==> src/design/stt_pkg.sv <==
package stt_pkg;

    localparam int KEYWORD_REG_BITS = 64;
    localparam int CFG_INDEX_BITS   = 2;
    localparam int FIELD_BITS       = 16;
    localparam int FIFO_DEPTH       = 4;
    localparam int FIFO_PTR_BITS    = 2;
    localparam int FIFO_COUNT_BITS  = 3;

    localparam logic [CFG_INDEX_BITS-1:0] CFG_FIRST_KEYWORD  = 2'd0;
    localparam logic [CFG_INDEX_BITS-1:0] CFG_SECOND_KEYWORD = 2'd1;

    localparam logic [KEYWORD_REG_BITS-1:0] FIRST_KEYWORD_RESET  = 64'h0000_0000_0074_656C;
    localparam logic [KEYWORD_REG_BITS-1:0] SECOND_KEYWORD_RESET = 64'h0000_0000_0000_6E66;

    localparam logic [FIELD_BITS-1:0] FIELD_MAX = 16'hFFFF;

    localparam logic [7:0] CHAR_EOT        = 8'h00;
    localparam logic [7:0] CHAR_TAB        = 8'h09;
    localparam logic [7:0] CHAR_NEWLINE    = 8'h0A;
    localparam logic [7:0] CHAR_RETURN     = 8'h0D;
    localparam logic [7:0] CHAR_SPACE      = 8'h20;
    localparam logic [7:0] CHAR_LPAREN     = 8'h28;
    localparam logic [7:0] CHAR_RPAREN     = 8'h29;
    localparam logic [7:0] CHAR_PLUS       = 8'h2B;
    localparam logic [7:0] CHAR_COMMA      = 8'h2C;
    localparam logic [7:0] CHAR_ZERO       = 8'h30;
    localparam logic [7:0] CHAR_NINE       = 8'h39;
    localparam logic [7:0] CHAR_SEMICOLON  = 8'h3B;
    localparam logic [7:0] CHAR_EQUALS     = 8'h3D;
    localparam logic [7:0] CHAR_UPPER_A    = 8'h41;
    localparam logic [7:0] CHAR_UPPER_Z    = 8'h5A;
    localparam logic [7:0] CHAR_UNDERSCORE = 8'h5F;
    localparam logic [7:0] CHAR_LOWER_A    = 8'h61;
    localparam logic [7:0] CHAR_LOWER_Z    = 8'h7A;
    localparam logic [7:0] CHAR_LBRACE     = 8'h7B;
    localparam logic [7:0] CHAR_RBRACE     = 8'h7D;

    typedef enum logic [3:0] {
        KIND_ILLEGAL   = 4'd0,
        KIND_EOF       = 4'd1,
        KIND_IDENT     = 4'd2,
        KIND_INT       = 4'd3,
        KIND_ASSIGN    = 4'd4,
        KIND_PLUS      = 4'd5,
        KIND_COMMA     = 4'd6,
        KIND_SEMICOLON = 4'd7,
        KIND_LPAREN    = 4'd8,
        KIND_RPAREN    = 4'd9,
        KIND_LBRACE    = 4'd10,
        KIND_RBRACE    = 4'd11,
        KIND_KW1       = 4'd12,
        KIND_KW2       = 4'd13
    } kind_t;

    typedef enum logic [2:0] {
        MODE_IDLE   = 3'b001,
        MODE_IDENT  = 3'b010,
        MODE_NUMBER = 3'b100
    } mode_t;

    typedef struct packed {
        kind_t                 kind;
        logic [FIELD_BITS-1:0] start;
        logic [FIELD_BITS-1:0] length;
        logic                  last;
    } token_t;

    // Tokens raised by one accepted byte: none, one or two, first in order.
    typedef struct packed {
        logic [1:0] count;
        token_t     first;
        token_t     second;
    } push_t;

    function automatic kind_t punct_kind(input logic [7:0] c);
        kind_t k;
        case (c)
            CHAR_EQUALS:    k = KIND_ASSIGN;
            CHAR_PLUS:      k = KIND_PLUS;
            CHAR_COMMA:     k = KIND_COMMA;
            CHAR_SEMICOLON: k = KIND_SEMICOLON;
            CHAR_LPAREN:    k = KIND_LPAREN;
            CHAR_RPAREN:    k = KIND_RPAREN;
            CHAR_LBRACE:    k = KIND_LBRACE;
            CHAR_RBRACE:    k = KIND_RBRACE;
            default:        k = KIND_ILLEGAL;
        endcase
        return k;
    endfunction

endpackage

==> src/design/stt_scanner.sv <==
module stt_scanner #(
    parameter int POSITION_BITS = 16,
    parameter int KEYWORD_BYTES = 8
) (
    input  logic                                 clk,
    input  logic                                 rst_n,
    input  logic                                 accept,
    input  logic [7:0]                           char_byte,
    input  logic                                 cfg_write,
    input  logic [stt_pkg::CFG_INDEX_BITS-1:0]   cfg_index,
    input  logic [stt_pkg::KEYWORD_REG_BITS-1:0] cfg_data,
    output stt_pkg::push_t                       push
);

    localparam int WINDOW_BITS = 8 * KEYWORD_BYTES;
    localparam int WLEN_BITS   = $clog2(KEYWORD_BYTES + 2);
    localparam logic [WLEN_BITS-1:0] WLEN_LIMIT = WLEN_BITS'(KEYWORD_BYTES);
    localparam logic [POSITION_BITS-1:0] POS_MAX = {POSITION_BITS{1'b1}};

    logic [stt_pkg::KEYWORD_REG_BITS-1:0] first_kw_reg;
    logic [stt_pkg::KEYWORD_REG_BITS-1:0] second_kw_reg;

    stt_pkg::mode_t          mode_reg, mode_next;
    logic [POSITION_BITS-1:0] begin_reg, begin_next;
    logic [POSITION_BITS-1:0] pos_reg, pos_next;
    logic [WINDOW_BITS-1:0]   window_reg, window_next;
    logic [WLEN_BITS-1:0]     wlen_reg, wlen_next;

    logic is_letter, is_digit, is_space, is_eot;
    logic cont_run, flush, single_emit;
    stt_pkg::kind_t run_kind;
    stt_pkg::token_t run_tok, single_tok;
    logic [stt_pkg::KEYWORD_REG_BITS-1:0] window_ext;

    function automatic logic [stt_pkg::FIELD_BITS-1:0] sat_field(
        input logic [POSITION_BITS-1:0] v
    );
        logic [31:0] w;
        w = 32'(v);
        return (w > 32'(stt_pkg::FIELD_MAX)) ? stt_pkg::FIELD_MAX : w[15:0];
    endfunction

    always_comb
    begin
        is_letter = char_byte inside {[stt_pkg::CHAR_LOWER_A:stt_pkg::CHAR_LOWER_Z],
                                      [stt_pkg::CHAR_UPPER_A:stt_pkg::CHAR_UPPER_Z],
                                      stt_pkg::CHAR_UNDERSCORE};
        is_digit  = char_byte inside {[stt_pkg::CHAR_ZERO:stt_pkg::CHAR_NINE]};
        is_space  = char_byte inside {stt_pkg::CHAR_SPACE, stt_pkg::CHAR_TAB,
                                      stt_pkg::CHAR_NEWLINE, stt_pkg::CHAR_RETURN};
        is_eot    = (char_byte == stt_pkg::CHAR_EOT);

        cont_run = ((mode_reg == stt_pkg::MODE_IDENT) && (is_letter || is_digit)) ||
                   ((mode_reg == stt_pkg::MODE_NUMBER) && is_digit);
        flush       = (mode_reg != stt_pkg::MODE_IDLE) && !cont_run;
        single_emit = !cont_run && (is_eot || !(is_space || is_letter || is_digit));

        // Keyword check only for identifiers that fitted in the window
        window_ext = stt_pkg::KEYWORD_REG_BITS'(window_reg);
        run_kind = stt_pkg::KIND_INT;
        if (mode_reg == stt_pkg::MODE_IDENT)
        begin
            run_kind = stt_pkg::KIND_IDENT;
            if (wlen_reg <= WLEN_LIMIT)
            begin
                if (window_ext == first_kw_reg)
                    run_kind = stt_pkg::KIND_KW1;
                else if (window_ext == second_kw_reg)
                    run_kind = stt_pkg::KIND_KW2;
            end
        end

        run_tok.kind   = run_kind;
        run_tok.start  = sat_field(begin_reg);
        run_tok.length = sat_field(pos_reg - begin_reg);
        run_tok.last   = !single_emit;

        single_tok.kind   = is_eot ? stt_pkg::KIND_EOF : stt_pkg::punct_kind(char_byte);
        single_tok.start  = sat_field(pos_reg);
        single_tok.length = is_eot ? '0 : stt_pkg::FIELD_BITS'(1);
        single_tok.last   = 1'b1;

        push.count  = accept ? (2'(flush) + 2'(single_emit)) : 2'd0;
        push.first  = flush ? run_tok : single_tok;
        push.second = single_tok;

        // Next scan state
        mode_next   = mode_reg;
        begin_next  = begin_reg;
        window_next = window_reg;
        wlen_next   = wlen_reg;
        pos_next    = (pos_reg == POS_MAX) ? pos_reg : pos_reg + 1'b1;
        if (is_eot)
            pos_next = '0;

        if (cont_run)
        begin
            if (mode_reg == stt_pkg::MODE_IDENT)
            begin
                for (int i = 0; i < KEYWORD_BYTES; i++)
                begin
                    if (wlen_reg == WLEN_BITS'(i))
                        window_next[i*8 +: 8] = char_byte;
                end
                if (wlen_reg <= WLEN_LIMIT)
                    wlen_next = wlen_reg + 1'b1;
            end
        end
        else
        begin
            mode_next   = stt_pkg::MODE_IDLE;
            window_next = '0;
            wlen_next   = '0;
            if (is_eot)
                begin_next = '0;
            else if (is_letter)
            begin
                mode_next   = stt_pkg::MODE_IDENT;
                begin_next  = pos_reg;
                window_next = WINDOW_BITS'(char_byte);
                wlen_next   = WLEN_BITS'(1);
            end
            else if (is_digit)
            begin
                mode_next  = stt_pkg::MODE_NUMBER;
                begin_next = pos_reg;
            end
        end
    end

    always_ff @(posedge clk or negedge rst_n)
    begin
        if (!rst_n)
        begin
            first_kw_reg  <= stt_pkg::FIRST_KEYWORD_RESET;
            second_kw_reg <= stt_pkg::SECOND_KEYWORD_RESET;
        end
        else if (cfg_write)
        begin
            if (cfg_index == stt_pkg::CFG_FIRST_KEYWORD)
                first_kw_reg <= cfg_data;
            else if (cfg_index == stt_pkg::CFG_SECOND_KEYWORD)
                second_kw_reg <= cfg_data;
        end
    end

    always_ff @(posedge clk or negedge rst_n)
    begin
        if (!rst_n)
        begin
            mode_reg   <= stt_pkg::MODE_IDLE;
            begin_reg  <= '0;
            pos_reg    <= '0;
            window_reg <= '0;
            wlen_reg   <= '0;
        end
        else if (accept)
        begin
            mode_reg   <= mode_next;
            begin_reg  <= begin_next;
            pos_reg    <= pos_next;
            window_reg <= window_next;
            wlen_reg   <= wlen_next;
        end
    end

    a_idle_no_word: assert property (@(posedge clk) disable iff (!rst_n)
        (mode_reg == stt_pkg::MODE_IDLE) |-> (wlen_reg == '0 && window_reg == '0))
        else $error("word state left over outside an identifier");

    a_ident_has_word: assert property (@(posedge clk) disable iff (!rst_n)
        (mode_reg == stt_pkg::MODE_IDENT) |->
            (wlen_reg != '0 && wlen_reg <= WLEN_LIMIT + 1'b1))
        else $error("identifier word length out of range");

    a_pair_order: assert property (@(posedge clk) disable iff (!rst_n)
        (push.count == 2'd2) |-> (!push.first.last && push.second.last &&
                                  push.first.kind != stt_pkg::KIND_EOF))
        else $error("token pair out of order");

endmodule

==> src/design/stt_token_fifo.sv <==
module stt_token_fifo (
    input  logic            clk,
    input  logic            rst_n,
    input  stt_pkg::push_t  push,
    input  logic            pop,
    output logic            room,
    output logic            not_empty,
    output stt_pkg::token_t head
);

    stt_pkg::token_t mem [stt_pkg::FIFO_DEPTH];

    logic [stt_pkg::FIFO_PTR_BITS-1:0]   wr_ptr_reg, wr_ptr_next;
    logic [stt_pkg::FIFO_PTR_BITS-1:0]   rd_ptr_reg, rd_ptr_next;
    logic [stt_pkg::FIFO_COUNT_BITS-1:0] count_reg, count_next;
    logic [stt_pkg::FIFO_PTR_BITS-1:0]   wr_ptr_plus;

    always_comb
    begin
        wr_ptr_plus = wr_ptr_reg + 1'b1;
        wr_ptr_next = wr_ptr_reg + stt_pkg::FIFO_PTR_BITS'(push.count);
        rd_ptr_next = pop ? rd_ptr_reg + 1'b1 : rd_ptr_reg;
        count_next  = count_reg + stt_pkg::FIFO_COUNT_BITS'(push.count)
                      - stt_pkg::FIFO_COUNT_BITS'(pop);
        // Accept a byte only while a pair of tokens is sure to fit
        room      = (count_reg <= stt_pkg::FIFO_COUNT_BITS'(stt_pkg::FIFO_DEPTH - 2));
        not_empty = (count_reg != '0);
        head      = mem[rd_ptr_reg];
    end

    always_ff @(posedge clk)
    begin
        if (push.count != 2'd0)
            mem[wr_ptr_reg] <= push.first;
        if (push.count == 2'd2)
            mem[wr_ptr_plus] <= push.second;
    end

    always_ff @(posedge clk or negedge rst_n)
    begin
        if (!rst_n)
        begin
            wr_ptr_reg <= '0;
            rd_ptr_reg <= '0;
            count_reg  <= '0;
        end
        else
        begin
            wr_ptr_reg <= wr_ptr_next;
            rd_ptr_reg <= rd_ptr_next;
            count_reg  <= count_next;
        end
    end

    a_no_overflow: assert property (@(posedge clk) disable iff (!rst_n)
        (32'(count_reg) + 32'(push.count) - 32'(pop)) <= stt_pkg::FIFO_DEPTH)
        else $error("token queue overflow");

    a_ptr_count: assert property (@(posedge clk) disable iff (!rst_n)
        stt_pkg::FIFO_PTR_BITS'(wr_ptr_reg - rd_ptr_reg) ==
            stt_pkg::FIFO_PTR_BITS'(count_reg))
        else $error("token queue pointers disagree with count");

endmodule

==> src/design/source_text_tokenizer_unit.sv <==
// Source text tokenizer: takes one source byte per item on the input channel and
// returns tokens (kind, start offset, length, last-of-run flag) on the output channel.
// A byte is accepted every cycle while the four-entry token queue holds two tokens or
// fewer; each byte raises zero, one or two tokens, which are written into the queue as
// the byte is accepted and reach the output in order. A byte raises two tokens only
// when it closes a run that an earlier byte opened, so while the output is taken every
// cycle the queue never holds more than two tokens and bytes go in at one per cycle;
// stalls on the output hold the input once the queue has more than two tokens waiting.
// The two keyword registers (default "let" and "fn") are written through the cfg port;
// the user writes them only while no item is in flight; the block does not enforce it.
module source_text_tokenizer_unit #(
    parameter int POSITION_BITS = 16,
    parameter int KEYWORD_BYTES = 8
) (
    input  logic                                 clk,
    input  logic                                 rst_n,
    input  logic                                 in_valid,
    output logic                                 in_ready,
    input  logic [7:0]                           char_byte,
    output logic                                 out_valid,
    input  logic                                 out_ready,
    output logic [3:0]                           token_kind,
    output logic [15:0]                          start_offset,
    output logic [15:0]                          token_length,
    output logic                                 last_of_run,
    input  logic                                 cfg_write,
    input  logic [stt_pkg::CFG_INDEX_BITS-1:0]   cfg_index,
    input  logic [stt_pkg::KEYWORD_REG_BITS-1:0] cfg_data
);

    stt_pkg::push_t  push;
    stt_pkg::token_t head;
    logic            room;
    logic            not_empty;

    stt_scanner #(
        .POSITION_BITS(POSITION_BITS),
        .KEYWORD_BYTES(KEYWORD_BYTES)
    ) u_scanner (
        .clk      (clk),
        .rst_n    (rst_n),
        .accept   (in_valid && room),
        .char_byte(char_byte),
        .cfg_write(cfg_write),
        .cfg_index(cfg_index),
        .cfg_data (cfg_data),
        .push     (push)
    );

    stt_token_fifo u_fifo (
        .clk      (clk),
        .rst_n    (rst_n),
        .push     (push),
        .pop      (not_empty && out_ready),
        .room     (room),
        .not_empty(not_empty),
        .head     (head)
    );

    assign in_ready     = room;
    assign out_valid    = not_empty;
    assign token_kind   = head.kind;
    assign start_offset = head.start;
    assign token_length = head.length;
    assign last_of_run  = head.last;

endmodule
==> config.mk <==
export PLATFORM = sky130hd
export DESIGN_NAME = source_text_tokenizer_unit
export DESIGN_NICKNAME = d
export VERILOG_FILES = /design/src/design/stt_pkg.sv /design/src/design/stt_scanner.sv /design/src/design/stt_token_fifo.sv /design/src/design/source_text_tokenizer_unit.sv
export SDC_FILE = /design/constraint.sdc
export NUM_CORES = 1
export LEC_CHECK = 0
export ABC_AREA = 1
export BUFFER_PORTS_ARGS = -buffer_cell sky130_fd_sc_hd__buf_2
export CAP_MARGIN = 20
export CORE_MARGIN = 3
export CORE_UTILIZATION = 45
export CTS_BUF_LIST = sky130_fd_sc_hd__clkbuf_8
export CTS_CLUSTER_DIAMETER = 60
export DETAILED_ROUTE_END_ITERATION = 16
export SYNTH_ARGS = -nofsm -noshare
export SYNTH_HDL_FRONTEND = slang
export SYNTH_HIERARCHICAL = 1
export SYNTH_SLANG_ARGS = --single-unit
==> constraint.sdc <==
create_clock -name clk -period 8.4 [get_ports clk]
set_clock_uncertainty 0.05 [all_clocks]
set_input_delay 0.84 -clock clk [delete_from_list [all_inputs] [get_ports clk]]
set_output_delay 0.84 -clock clk [all_outputs]
set_load 0.05 [all_outputs]
# Word-level counts from Yosys, hierarchy flattened
# Memories as Yosys holds them, arrays and structs flattened.
# Index checks and enable logic that the tools add are counted.
[word_totals]
latchBits = 0
rom_bits = 0
ram_bits = 148
elab_cells = 153
n_memories = 1
in_bits = 79
register_bits = 238
[op_classes]
div_mod_pow = 0
order_cmp = 8
add_sub_neg = 9
eq_ne = 39
n_reduce_logical = 39
n_mul = 0
bitwise = 2
shifts = 0
mux = 38
[memory_table]
columns = ["name", "depth", "width", "read_ports", "rd_ports_with_merged_regs", "write_ports", "line_no", "text"]
rows = [
  ["u_fifo.mem", 4, 37, 1, 0, 2, "stt_token_fifo.sv:11", "stt_pkg::token_t mem [stt_pkg::FIFO_DEPTH];"],
]
[op_table]
columns = ["op", "n"]
rows = [
  ["two-way mux 64 bit", 3],
  ["equality test 64 bit", 2],
  ["two-way mux 16 bit", 5],
  ["two-way mux 8 bit", 9],
  ["equality test 8 x 6 -> 1 bit (second input constant)", 7],
  ["two-way mux 37 bit", 1],
  ["two-way mux 4 bit", 9],
  ["AND reduction 3 bit", 11],
  ["one-hot mux 4 bit (8 select lines)", 1],
  ["equality test 8 x 4 -> 1 bit (second input constant)", 3],
  ["equality test 8 x 7 -> 1 bit (second input constant)", 3],
  ["inequality test 2 bit (second input constant)", 10],
  ["adder 16 x 1 -> 16 bit (second input constant)", 1],
  ["equality test 16 bit (second input constant)", 1],
  ["equality test 4 x 3 -> 1 bit (second input constant)", 4],
  [">= comparator 8 x 7 -> 1 bit (second input constant)", 2],
  ["less-or-equal comparator 8 x 7 -> 1 bit (second input constant)", 2],
  ["subtractor 16 bit", 1],
  ["logical AND 1 bit", 9],
  ["two-way mux 3 bit", 3],
  ["nonzero test 3 bit", 3],
  ["equality test 4 x 2 -> 1 bit (second input constant)", 2],
  [">= comparator 8 x 6 -> 1 bit (second input constant)", 1],
  ["less-or-equal comparator 8 x 6 -> 1 bit (second input constant)", 1],
  ["26 further kinds", 41],
]

# Depth between registers and ports, before layout
# Gate-level depths: netlist of the first run.
[depth]
depth_word = 13
ltp_mapped = 20
depth_no_buf = 20

# Hierarchy
# The synthesis of the first run kept the hierarchy.
[modules_own_cells]
columns = ["mod", "instances", "area_each_um2", "cells_per_inst"]
rows = [
  ["stt_scanner", 1, 12802.3, 1749],
  ["stt_token_fifo", 1, 8680.8, 1091],
  ["source_text_tokenizer_unit", 1, 15.0, 4],
]

# Worst setup path before layout of the first run
# No wires, ideal clock.
[synth_path]
path_kind = "in2reg"
from = "input port char_byte[7]"
to = "memory u_fifo/mem[0][0] (netlist name) (enable)"
path_buffers = 1
setup_slack_ns = 4.482
arrival_time_ns = 3.473
cell_stages = 17
t_required_ns = 7.955
cell_sequence = "inv_1 > nand2_1 > nor2_2 > nand2_1 > nor2_1 > inv_1 > nand2_4 > nand2_8 > nand2_1 > inv_1 > ha_1 > nand2_1 > inv_1 > nor2_4 > nand2_1 > clkbuf_1 > nand2_1"
[synth_lines]
columns = ["element", "line_no", "text"]
rows = [
  ["start, declared", "source_text_tokenizer_unit.sv:19", "input logic [7:0] char_byte,"],
  ["end, declared", "stt_token_fifo.sv:11", ""],
]

==> run metrics, run 1 <==
top cell type by total area after synthesis dfrtp_1; post-layout total power around 0.0086 W; Inst Count DP between 3000 and 4000; H-tree depth 3; WL final roughly 56000 um; Synth Register Bits between 300 and 400; Startpoint Class input pin; max-slew violations 0; fin nets approximately 3000; die height between 200 and 250 um; worst-margin pin slew 1.07 ns; DRC viols 0; GRT Residual Overflow 0; CTS tree yes; I/O pins between 100 and 150; Area Overhead vs Synth 10.6%; Hold Fails Final Rpt 0; Peak Freq between 150 and 200 MHz; reg-to-reg endpoint u_fifo/mem[3][25]$_DFFE_PP_; # hold bufs at CTS 0; max reg flops roughly 150; post-synthesis sequential area ratio approximately half; post-route ant nets 0; TritonRoute pass-1 iters 5; core footprint between 0.04 and 0.05 sq mm; Final setup viols 0; Synth cell types 43; TritonCTS buffer count 71; synth warn 6; Starting Density a little under half; Final min period 5.22 ns; proportion of layout cells with a drive suffix above 1 11.1%; main flop type after synthesis dfrtp_1; DP Wirelength 37200 um; Synth top area share between 20% and 30%; setup TNS 0 ns; first-pass GRT wire length 90800 um; Post-CTS Setup Inserts 0; final non-filler cell total 3600; detailed-route via count 17900; Cells after Synth ~2800; 1st-iter DRT viols 1120; Skew-Pair Late Insertion Delay ~0.62 ns; worst r2r src u_scanner/mode_reg[0]$_DFFE_PN1P_; CP Max Fanout 50; largest reg by FF count u_fifo/mem; Reg2Reg Setup Slack between 3 and 4 ns; Rows 79; Clock transition at path regs 0.05 ns; CTS sink cnt around 390; power per cell area around 360 mW/mm^2; Peak supply drop between 150 and 200 uV; syn avg cell area 7.56 sq um; largest net degree at the start of global routing around 100; Setup crit start char_byte[7]; number of global-route vias before repair between 15000 and 20000; most frequent cell after synthesis nand2_1; Hold WC Path Type in2async; Max Buffers Root-to-Sink 3; Max-cap violations 0; Reg2Reg Depth 16; WL/cell between 15 and 20 um; Design Area, Final 0.0238 sq mm; CTS root buf clkbuf_8; Post-synth EDFFs ~150; Slew headroom about 28%; critical path type in2reg; Post-synth top cells nand2_1, inv_1, nand3_1; dpl cell area 0.0224 sq mm; worst path required time approximately 8.6 ns; Data arrival, critical path 5.41 ns; Lkg Pwr 12.0 nW; crit path to u_fifo/mem[3][25]$_DFFE_PP_; largest cells by area after synthesis dfrtp_1, edfxtp_1, nand2_1; Tcrit/Tclk final 62.1%; die width roughly 220 um; number of gates resized after CTS 0; initial antenna violation count 6; status finished clean; routability cong. approximately 0.88; Port Buf Inserts approximately 120; Post-Syn Area roughly 0.021 sq mm; die area 0.0504 sq mm; All-Layer GR Usage 22.5%; RSZ-0062 raised after global routing no; vias per cell approximately 5.0; crit end category register; Async S/R FF share, synth between 60% and 70%
cell families after synthesis:
family / Yosys count / synth area share [%]
buffers and inverters: 532 / 10.5
flip-flops: 386 / 48.5
adder cells (fa/ha/maj): 27 / 1.64
AO/OA/AOI/OAI: 290 / 6.91
XOR/XNOR: 73 / 2.97
AND/OR/NAND/NOR: 1534 / 29.4
other: 2 / 0.0349
power by group:
group	internal [W]	switching (W)	total [W]	leakage, nW
combinational	0.00111	0.00283	0.00394	6.82
sequential	0.00264	0.000266	0.00290	4.39
clock	0.000956	0.000768	0.00172	0.804
total	0.00470	0.00386	0.00857	12.0
critical path: stages:
cell	delay [ns]
buf_2	0.12
inv_1	0.07
nand2_1	0.08
nor2_2	0.15
nand2_1	0.10
nor2_1	0.14
inv_1	0.11
nand2_4	0.12
nand2_8	0.12
nand2_1	0.08
buf_4	0.37
inv_1	0.21
ha_1	0.33
nand2_1	0.06
inv_1	0.14
nor2_4	0.53
buf_4	0.50
nand2_1	0.09
buf_4	0.29
nand2_1	0.43
buf_4	0.48
how the worst min path moves through the flow:
stage                                                    endpoint  cells after the start
after global routing      u_scanner/second_kw_reg[28]$_DFFE_PN0P_                      1
after floorplan            u_scanner/first_kw_reg[30]$_DFFE_PN0P_                      2
after CTS                    u_scanner/window_ext[41]$_DFFE_PN0P_                      1
after detailed placement  u_scanner/second_kw_reg[17]$_DFFE_PN0P_                      2
after global placement     u_scanner/second_kw_reg[9]$_DFFE_PN1P_                      2
final                      u_scanner/first_kw_reg[28]$_DFFE_PN0P_                      1
cell type report:
| cell class | count | area [sq um] |
|---|---|---|
| fill | 4577 | 23100 |
| sequential | 386 | 10400 |
| multi-input combinational | 1940 | 8880 |
| inverter | 395 | 1480 |
| clock buffer | 87 | 1200 |
| timing repair buffer | 147 | 848 |
| tap | 607 | 759 |
| clock inverter | 36 | 164 |
| antenna | 2 | 5.00 |
routing by layer:
layer / share of wire, % / global-route usage (%) / up-vias
li1: - / - / 9026
met1: 44 / 29.7 / 8309
met2: 48 / 38.0 / 475
met3: 5.6 / 4.33 / 119
met4: 2.5 / 6.79 / 8
met5: 0.12 / 0 / -
placed cells by master (no fill, tap or decap), types with 2 or more instances in the layout:
master    instances
buf_2           116
o22ai_1           2
clkinv_1          6
buf_6             2
nor2_2            6
and3_1            2
nand4_1          10
clkinv_2          2
dfrtp_1         215
nor2_4            2
nor3_1           13
o31ai_1           5
nand2_4           2
o21ai_0         221
nand2_8           2
inv_1           413
clkbuf_8         87
nand2_1        1068
or2_2            37
nand3b_1          4
xnor2_1          51
xor2_1           22
conb_1           16
inv_2             9
o21bai_1          2
ha_1             25
diode_2           2
nor2_1          134
edfxtp_1        148
o21ai_1          22
nand2_2           9
buf_4            27
fa_1              2
nand3_1         241
a21oi_1          33
dfstp_2          22
through the flow:
step                util [%]  setup WS, ns  hold slack (ns)
finish                  50.7          3.18            0.200
global route            50.7          2.74            0.216
CTS                     50.6          3.24            0.189
floorplan                  -          4.48            0.422
detailed placement      47.7          2.56            0.444
global placement        47.7          2.71            0.437
No activity file was read; power rests on OpenSTA's default activity.
==> inputs of run 2 (changes only) <==
--- a/config.mk
+++ b/config.mk
@@ -5,7 +5,7 @@
 export SDC_FILE = /design/constraint.sdc
 export NUM_CORES = 1
 export LEC_CHECK = 0
-export ABC_AREA = 1
+export ABC_AREA = 0
 export BUFFER_PORTS_ARGS = -buffer_cell sky130_fd_sc_hd__buf_2
 export CAP_MARGIN = 20
 export CORE_MARGIN = 3
==> constraint.sdc (replaced) <==
create_clock -name clk -period 4.7 [get_ports clk]
set_clock_uncertainty 0.05 [all_clocks]
set_input_delay 0.47 -clock clk [delete_from_list [all_inputs] [get_ports clk]]
set_output_delay 0.47 -clock clk [all_outputs]
set_load 0.05 [all_outputs]
==> run 2 against run 1 <==
Utilization is 1.1 points higher. Global-route usage is 1.2 points lower. Clock power is 81% higher. Synthesized area is 7.3% lower. Die area is 7.1% lower. Sequential share of layout area is 2.5 points higher. Worst setup slack worse by 2.2 ns. Via count is 32% lower. Routed wire length is 11% lower. Non-clock buffer count is 1 higher. Register-to-register slack worse by 2.5 ns.
==> run metrics, run 2 <==
status finished clean; Max-cap violations 0 (unchanged); Hold Fails Final Rpt 0 (unchanged); fillers 3698 (-19%); Peak Freq ~270 MHz; core footprint 0.0435 sq mm (-7.2%); vias per cell 5.53 (+11%); Synth cell types 76 (+77%); most frequent cell after synthesis dfrtp_1; die height 216 um (-3.6%); TritonRoute pass-1 iters 5 (unchanged); worst path required time 5.12 ns (-3.48 ns); post-layout total power 0.0129 W (+50%); Post-Syn Area 0.0199 sq mm (-7.3%); Skew-Pair Late Insertion Delay 0.61 ns (about the same); proportion of layout cells with a drive suffix above 1 36.6% (+26 points); Post-CTS Setup Inserts 0 (unchanged); CP Max Fanout 10 (-80%); commonest non-fill, non-tap cell in the layout dfrtp_1; Cells after Synth 1432 (-50%); number of global-route vias before repair 12500 (-28%); Util after Layout 51.8% (+1.1 points); die width 216 um (-3.6%); fin nets 1686 (-45%); Hold WC Path Type in2reg; WL final 49700 um (-11%); max reg flops 148 (unchanged); syn avg cell area 13.9 sq um (+84%); CTS tree yes; worst-margin pin slew 1.08 ns (+0.00524 ns); All-Layer GR Usage 21.3% (-1.2 points); I/O pins 118 (unchanged); detailed-route via count 12300 (-32%); Post-synth EDFFs 148 (unchanged); most frequent cells in the layout dfrtp_1, mux2_2, edfxtp_1; main flop type after synthesis dfrtp_1; DRC viols 0 (unchanged); die area 0.0469 sq mm (-7.1%); H-tree depth 3 (unchanged); Final min period 3.67 ns; RSZ-0062 raised after global routing no; TritonCTS buffer count 70 (-1.4%); largest reg by FF count u_fifo/mem; Synth Register Bits 386 (unchanged); routability cong. 0.826 (-6.3%); Synth top area share 27.1% (+2.0 points); Slew headroom 28.1% (-0.085 points); Starting Density 45.9% (about the same); first-pass GRT wire length 76300 um (-16%); post-route ant nets 0 (unchanged); largest cells by area after synthesis dfrtp_1, edfxtp_1, mux2_2; Data arrival, critical path 4.09 ns (-1.32 ns); Area Overhead vs Synth 12.9%; Async S/R FF share, synth 61.7% (unchanged); Sequential cell area 0.0104 sq mm (about the same); initial antenna violation count 4 (-2); Lkg Pwr 9.34 nW (-22%); hold_ws 0.0468 ns (-0.153 ns); crit end category register; CTS sink cnt 386 (unchanged); Multi-input gate area 0.00891 sq mm (+0.37%); critical path type reg2reg; DP Wirelength 34000 um (-8.5%); Post-synth top cells dfrtp_1, mux2_2, edfxtp_1; post-synthesis sequential area ratio 52.3% (+3.8 points); synth warn 6 (unchanged); Max Buffers Root-to-Sink 3 (unchanged); Tcrit/Tclk final around four fifths; 1st-iter DRT viols 960 (-14%); Final setup viols 0 (unchanged); WL/cell 22.4 um (+44%); max-slew violations 0 (unchanged); Peak supply drop 383 uV (+120%); Port Buf Inserts 117 (unchanged); largest net degree at the start of global routing 111 (+6.7%); CTS root buf clkbuf_8; GRT Residual Overflow 0 (unchanged); Rows 76 (-3.8%); Clock transition at path regs 0.06 ns (about the same); Startpoint Class register; power per cell area 572 mW/mm^2 (+59%); top cell type by total area after synthesis dfrtp_1
## run 2: cell types whose count changed after synthesis, sizes merged, moves of 37 or more
cell | before | now
buf | 90 | 53
o21ai | 244 | 32
nor2 | 142 | 41
xor2 | 22 | 81
inv | 395 | 43
mux2 | 0 | 304
nand2 | 1081 | 49
mux4 | 0 | 37
nand3 | 243 | 14
## run 2: metal layers
layer  part of all wire (%)  vias to the layer above  global-route usage, %  routed length [um]
met5                  0.068                        -                      0                  34
met4                    1.7                        6                   5.65                 843
met3                    5.5                       64                   4.46                2740
met2                     46                      325                   32.9               22700
met1                     47                     6280                   30.9               23400
li1                       -                     5590                      -                   -
## run 2: area by class of cell
class                           count  area share (%)
Sequential cell                   386            46.3
Antenna cell                        1          0.0111
Clock buffer                       83            5.08
Timing Repair Buffer              148            3.97
Multi-Input combinational cell    931            39.6
Inverter                           43           0.717
Tap cell                          585            3.25
Clock inverter                     41            1.02
## run 2: critical path: stages (launching register included)
cell and delay [ns]:
dfrtp_1 0.49, inv_1 0.15, ha_1 0.28, inv_1 0.08, fa_1 0.41, a21o_1 0.20
a221oi_1 0.42, a211oi_1 0.22, o31a_1 0.32, nor3_1 0.62, mux2_2 0.28
## run 2: report_power, final
group          total, W  switching (W)  internal, W
registers       0.00482       0.000464      0.00435
clock network   0.00311        0.00140      0.00171
logic           0.00495        0.00288      0.00207
## run 2: kinds of logic (layout without fill, tap and decap cells)
group                      after synthesis  after routing  share of synthesized area (%)
other                                    2             17                         0.0377
and+or+nand+nor                        238            238                           6.60
muxes                                  349            349                           23.4
AOI/OAI and AO/OA                      150            150                           5.67
adders and majority gates               27             27                           1.77
DFF                                    386            386                           52.3
buffers and inverters                  129            315                           3.59
xor gates and xnor gates               151            151                           6.64
## run 2: through the flow
stage / setup TNS [ns] / cell area, sq um / setup WS, ns / instances
after global routing: 0 / 22500 / 0.865 / 2217
final: 0 / 22500 / 1.03 / 2218
after detailed placement: 0 / 21100 / 0.487 / 2092
after global placement: 0 / 21100 / 0.593 / 2092
after floorplan: -2.23 / 20000 / -0.0302 / 1446
after CTS: 0 / 22500 / 1.07 / 2217
## run 2: worst paths after layout
check,slack [ns],depth (start not counted),to,start
worst max-delay path,1.03,10,u_fifo/mem[0][13]$_DFFE_PP_,u_scanner/pos_reg[0]$_DFFE_PN0P_
worst min-delay path,0.05,2,u_scanner/second_kw_reg[17]$_DFFE_PN0P_,cfg_data[17]
worst max register to register,1.03,10,u_fifo/mem[0][13]$_DFFE_PP_,u_scanner/pos_reg[0]$_DFFE_PN0P_
worst min register to register,0.44,1,u_fifo/count_reg[2]$_DFF_PN0_,u_fifo/count_reg[2]$_DFF_PN0_
max in group asynchronous,3.07,3,u_scanner/window_ext[19]$_DFFE_PN0P_,rst_n
min in group asynchronous,0.42,2,u_scanner/pos_reg[6]$_DFFE_PN0P_,rst_n
## run 2: repair_timing
item | CTS | global route
endpoints found under the hold margin | 83 | 0
resized for setup | 0 | 0
hold buffers | 1 | 0
==> inputs of run 3 (changes only) <==
==> constraint.sdc (replaced) <==
create_clock -name clk -period 3.8 [get_ports clk]
set_clock_uncertainty 0.05 [all_clocks]
set_input_delay 0.38 -clock clk [delete_from_list [all_inputs] [get_ports clk]]
set_output_delay 0.38 -clock clk [all_outputs]
set_load 0.05 [all_outputs]
==> run 3 against run 2 <==
Critical path type is now in2reg. Routed wire length grew 3.4%. Total power grew 26%. Highest routed layer unchanged. Combinational power up 31%. Via count rose by 3.8%. Utilization is 2.3 points higher.
==> run metrics, run 3 (synthesis gave the netlist of run 2 again) <==
WL met2 23000 um (+1.7%); Startpoint Class input pin; fillers 3718 (+0.54%); max layer used met5; vias per cell 5.49 (-0.67%); All-Layer GR Usage 21.9% (+0.53 points); Rows 76 (unchanged); number of global-route vias before repair 13200 (+6.0%); Final min period 3.67 ns; detailed-route via count 12700 (+3.8%); Max Buffers Root-to-Sink 3 (unchanged); Clock transition at path regs 0.06 ns (about the same); largest reg by FF count u_fifo/mem; fin nets 1785 (+5.9%); Max-cap violations 0 (unchanged); die width 216 um (unchanged); initial antenna violation count 2 (-2); CTS root buf clkbuf_8; Hold Fails Final Rpt 0 (unchanged); crit path to u_fifo/mem[1][3]$_DFFE_PP_; post-route ant nets 0 (unchanged); crit end category register; commonest non-fill, non-tap cell in the layout dfrtp_1; worst-margin pin slew 1.14 ns (+0.0653 ns); max-slew violations 0 (unchanged); Data arrival, critical path 3.97 ns (-0.12 ns); Peak supply drop 429 uV (+12%); GRT Residual Overflow 0 (unchanged); TritonCTS buffer count 69 (-1.4%); Peak Freq ~270 MHz; routability cong. 0.828 (+0.17%); Hold WC Path Type in2reg; first-pass GRT wire length 78600 um (+3.1%); DRC viols 0 (unchanged); power per cell area 690 mW/mm^2 (+21%); hold_ws 0.0577 ns (+0.0110 ns); RSZ-0062 raised after global routing no; largest net degree at the start of global routing 110 (-0.90%); Lkg Pwr 9.82 nW (+5.1%); Util after Layout 54.1% (+2.3 points); TritonRoute pass-1 iters 5 (unchanged); status finished clean; max reg flops 148 (unchanged); n_diodes 0 (-1); core footprint 0.0435 sq mm (unchanged); Skew-Pair Late Insertion Delay 0.62 ns (about the same); WL/cell 22.2 um (-1.0%); Reg2Reg Setup Slack 0.48 ns (-0.55 ns); met3 wire len 2940 um (+7.3%); CP Max Fanout 13 (+3); Tcrit/Tclk final between 90% and 100%; setup TNS 0 ns (unchanged); WL final 51400 um (+3.4%); die height 216 um (unchanged); most frequent cells in the layout dfrtp_1, mux2_2, edfxtp_1; worst r2r src u_scanner/pos_reg[0]$_DFFE_PN0P_; CTS sink cnt 386 (unchanged); proportion of layout cells with a drive suffix above 1 36.8% (+0.14 points); Final setup viols 0 (unchanged); final non-filler cell total 2317 (+4.5%); H-tree depth 3 (unchanged); Port Buf Inserts 117 (unchanged); DP Wirelength 34200 um (+0.47%); 1st-iter DRT viols 898 (-6.5%); Setup crit start char_byte[2]; Inst Count DP 2123 (+1.5%); Sequential cell area 0.0104 sq mm (unchanged); CTS tree yes; critical path type in2reg; Multi-input gate area 0.00892 sq mm (about the same); Slew headroom 23.1% (-5.0 points); Starting Density 45.9% (unchanged); Area Overhead vs Synth 18.0%; reg-to-reg endpoint u_fifo/mem[0][15]$_DFFE_PP_; worst path required time 4.11 ns (-1.01 ns); DRT met1 WL 24400 um (+4.3%); die area 0.0469 sq mm (unchanged); I/O pins 118 (unchanged); Reg2Reg Depth 13 (+3)
run 3: changes by cell type in the layout (fill, tap and decap cells not counted), sizes merged:
| cell | change |
|---|---|
| inv | -1 |
| clkinv | +1 |
| buf | +33 |
| diode | -1 |
| clkbuf | +2 |
| dlygate4sd3 | +65 |
run 3: repair_timing:
item,CTS,global route
buffers inserted,0,2
endpoints found under the setup margin,0,68
hold buffers,66,0
endpoints found under the hold margin,228,0
resized for setup,0,4
run 3: how the worst min path moves through the flow:
stage | cells past startpoint | end | from | slack [ns]
6_report | 2 | u_scanner/window_ext[21]$_DFFE_PN0P_ | char_byte[5] | 0.06
5_1_grt | 2 | u_scanner/window_ext[21]$_DFFE_PN0P_ | char_byte[5] | 0.04
4_1_cts | 2 | u_scanner/window_ext[21]$_DFFE_PN0P_ | char_byte[5] | 0.02
3_5_place_dp | 1 | u_scanner/begin_reg[8]$_DFFE_PN0P_ | u_scanner/begin_reg[8]$_DFFE_PN0P_ | 0.44
3_3_place_gp | 1 | u_scanner/begin_reg[5]$_DFFE_PN0P_ | u_scanner/begin_reg[5]$_DFFE_PN0P_ | 0.43
2_1_floorplan | 0 | u_fifo/count_reg[0]$_DFF_PN0_ | rst_n | 0.03
run 3: metrics by stage:
step | worst slack (ns) | instance area (sq um) | total power [W]
floorplan | -0.194 | 20000 | 0.0105
global placement | 0.178 | 21400 | 0.0123
detailed placement | 0.0582 | 21400 | 0.0124
CTS | 0.150 | 23400 | 0.0164
global route | 0.0171 | 23500 | 0.0171
finish | 0.133 | 23500 | 0.0162
run 3: power breakdown:
part	internal, W	switching [W]	leakage [nW]
Combinational	0.00275	0.00374	4.67
Clock	0.00211	0.00172	0.793
Sequential	0.00538	0.000513	4.36
Total	0.0102	0.00598	9.82
run 3: layout make-up:
type                    count  share of cell area, %
flip-flops and latches    386                   44.4
clock inverters            41                  0.979
clock buffers              83                   4.86
inverters                  43                  0.686
repair buffers            248                   8.08
multi-input cells         931                   37.9
well taps                 585                   3.11
run 3: critical path, cell delays in order:
cell and delay (ns):
dlygate4sd3_1 0.55, buf_2 0.16, or3_4 0.40, or3_4 0.36, a31oi_4 0.24, nor2_1 0.15, nor2_2 0.16, ha_1 0.24
and2_1 0.25, nor4b_4 0.28, buf_4 0.22, clkbuf_16 0.23, mux2_2 0.35
run 3: metal layers:
metal / GRT usage (%) / vias up
met5: 0 / -
met4: 5.87 / 2
met3: 4.51 / 73
met2: 33.6 / 334
met1: 31.8 / 6530
li1: - / 5787
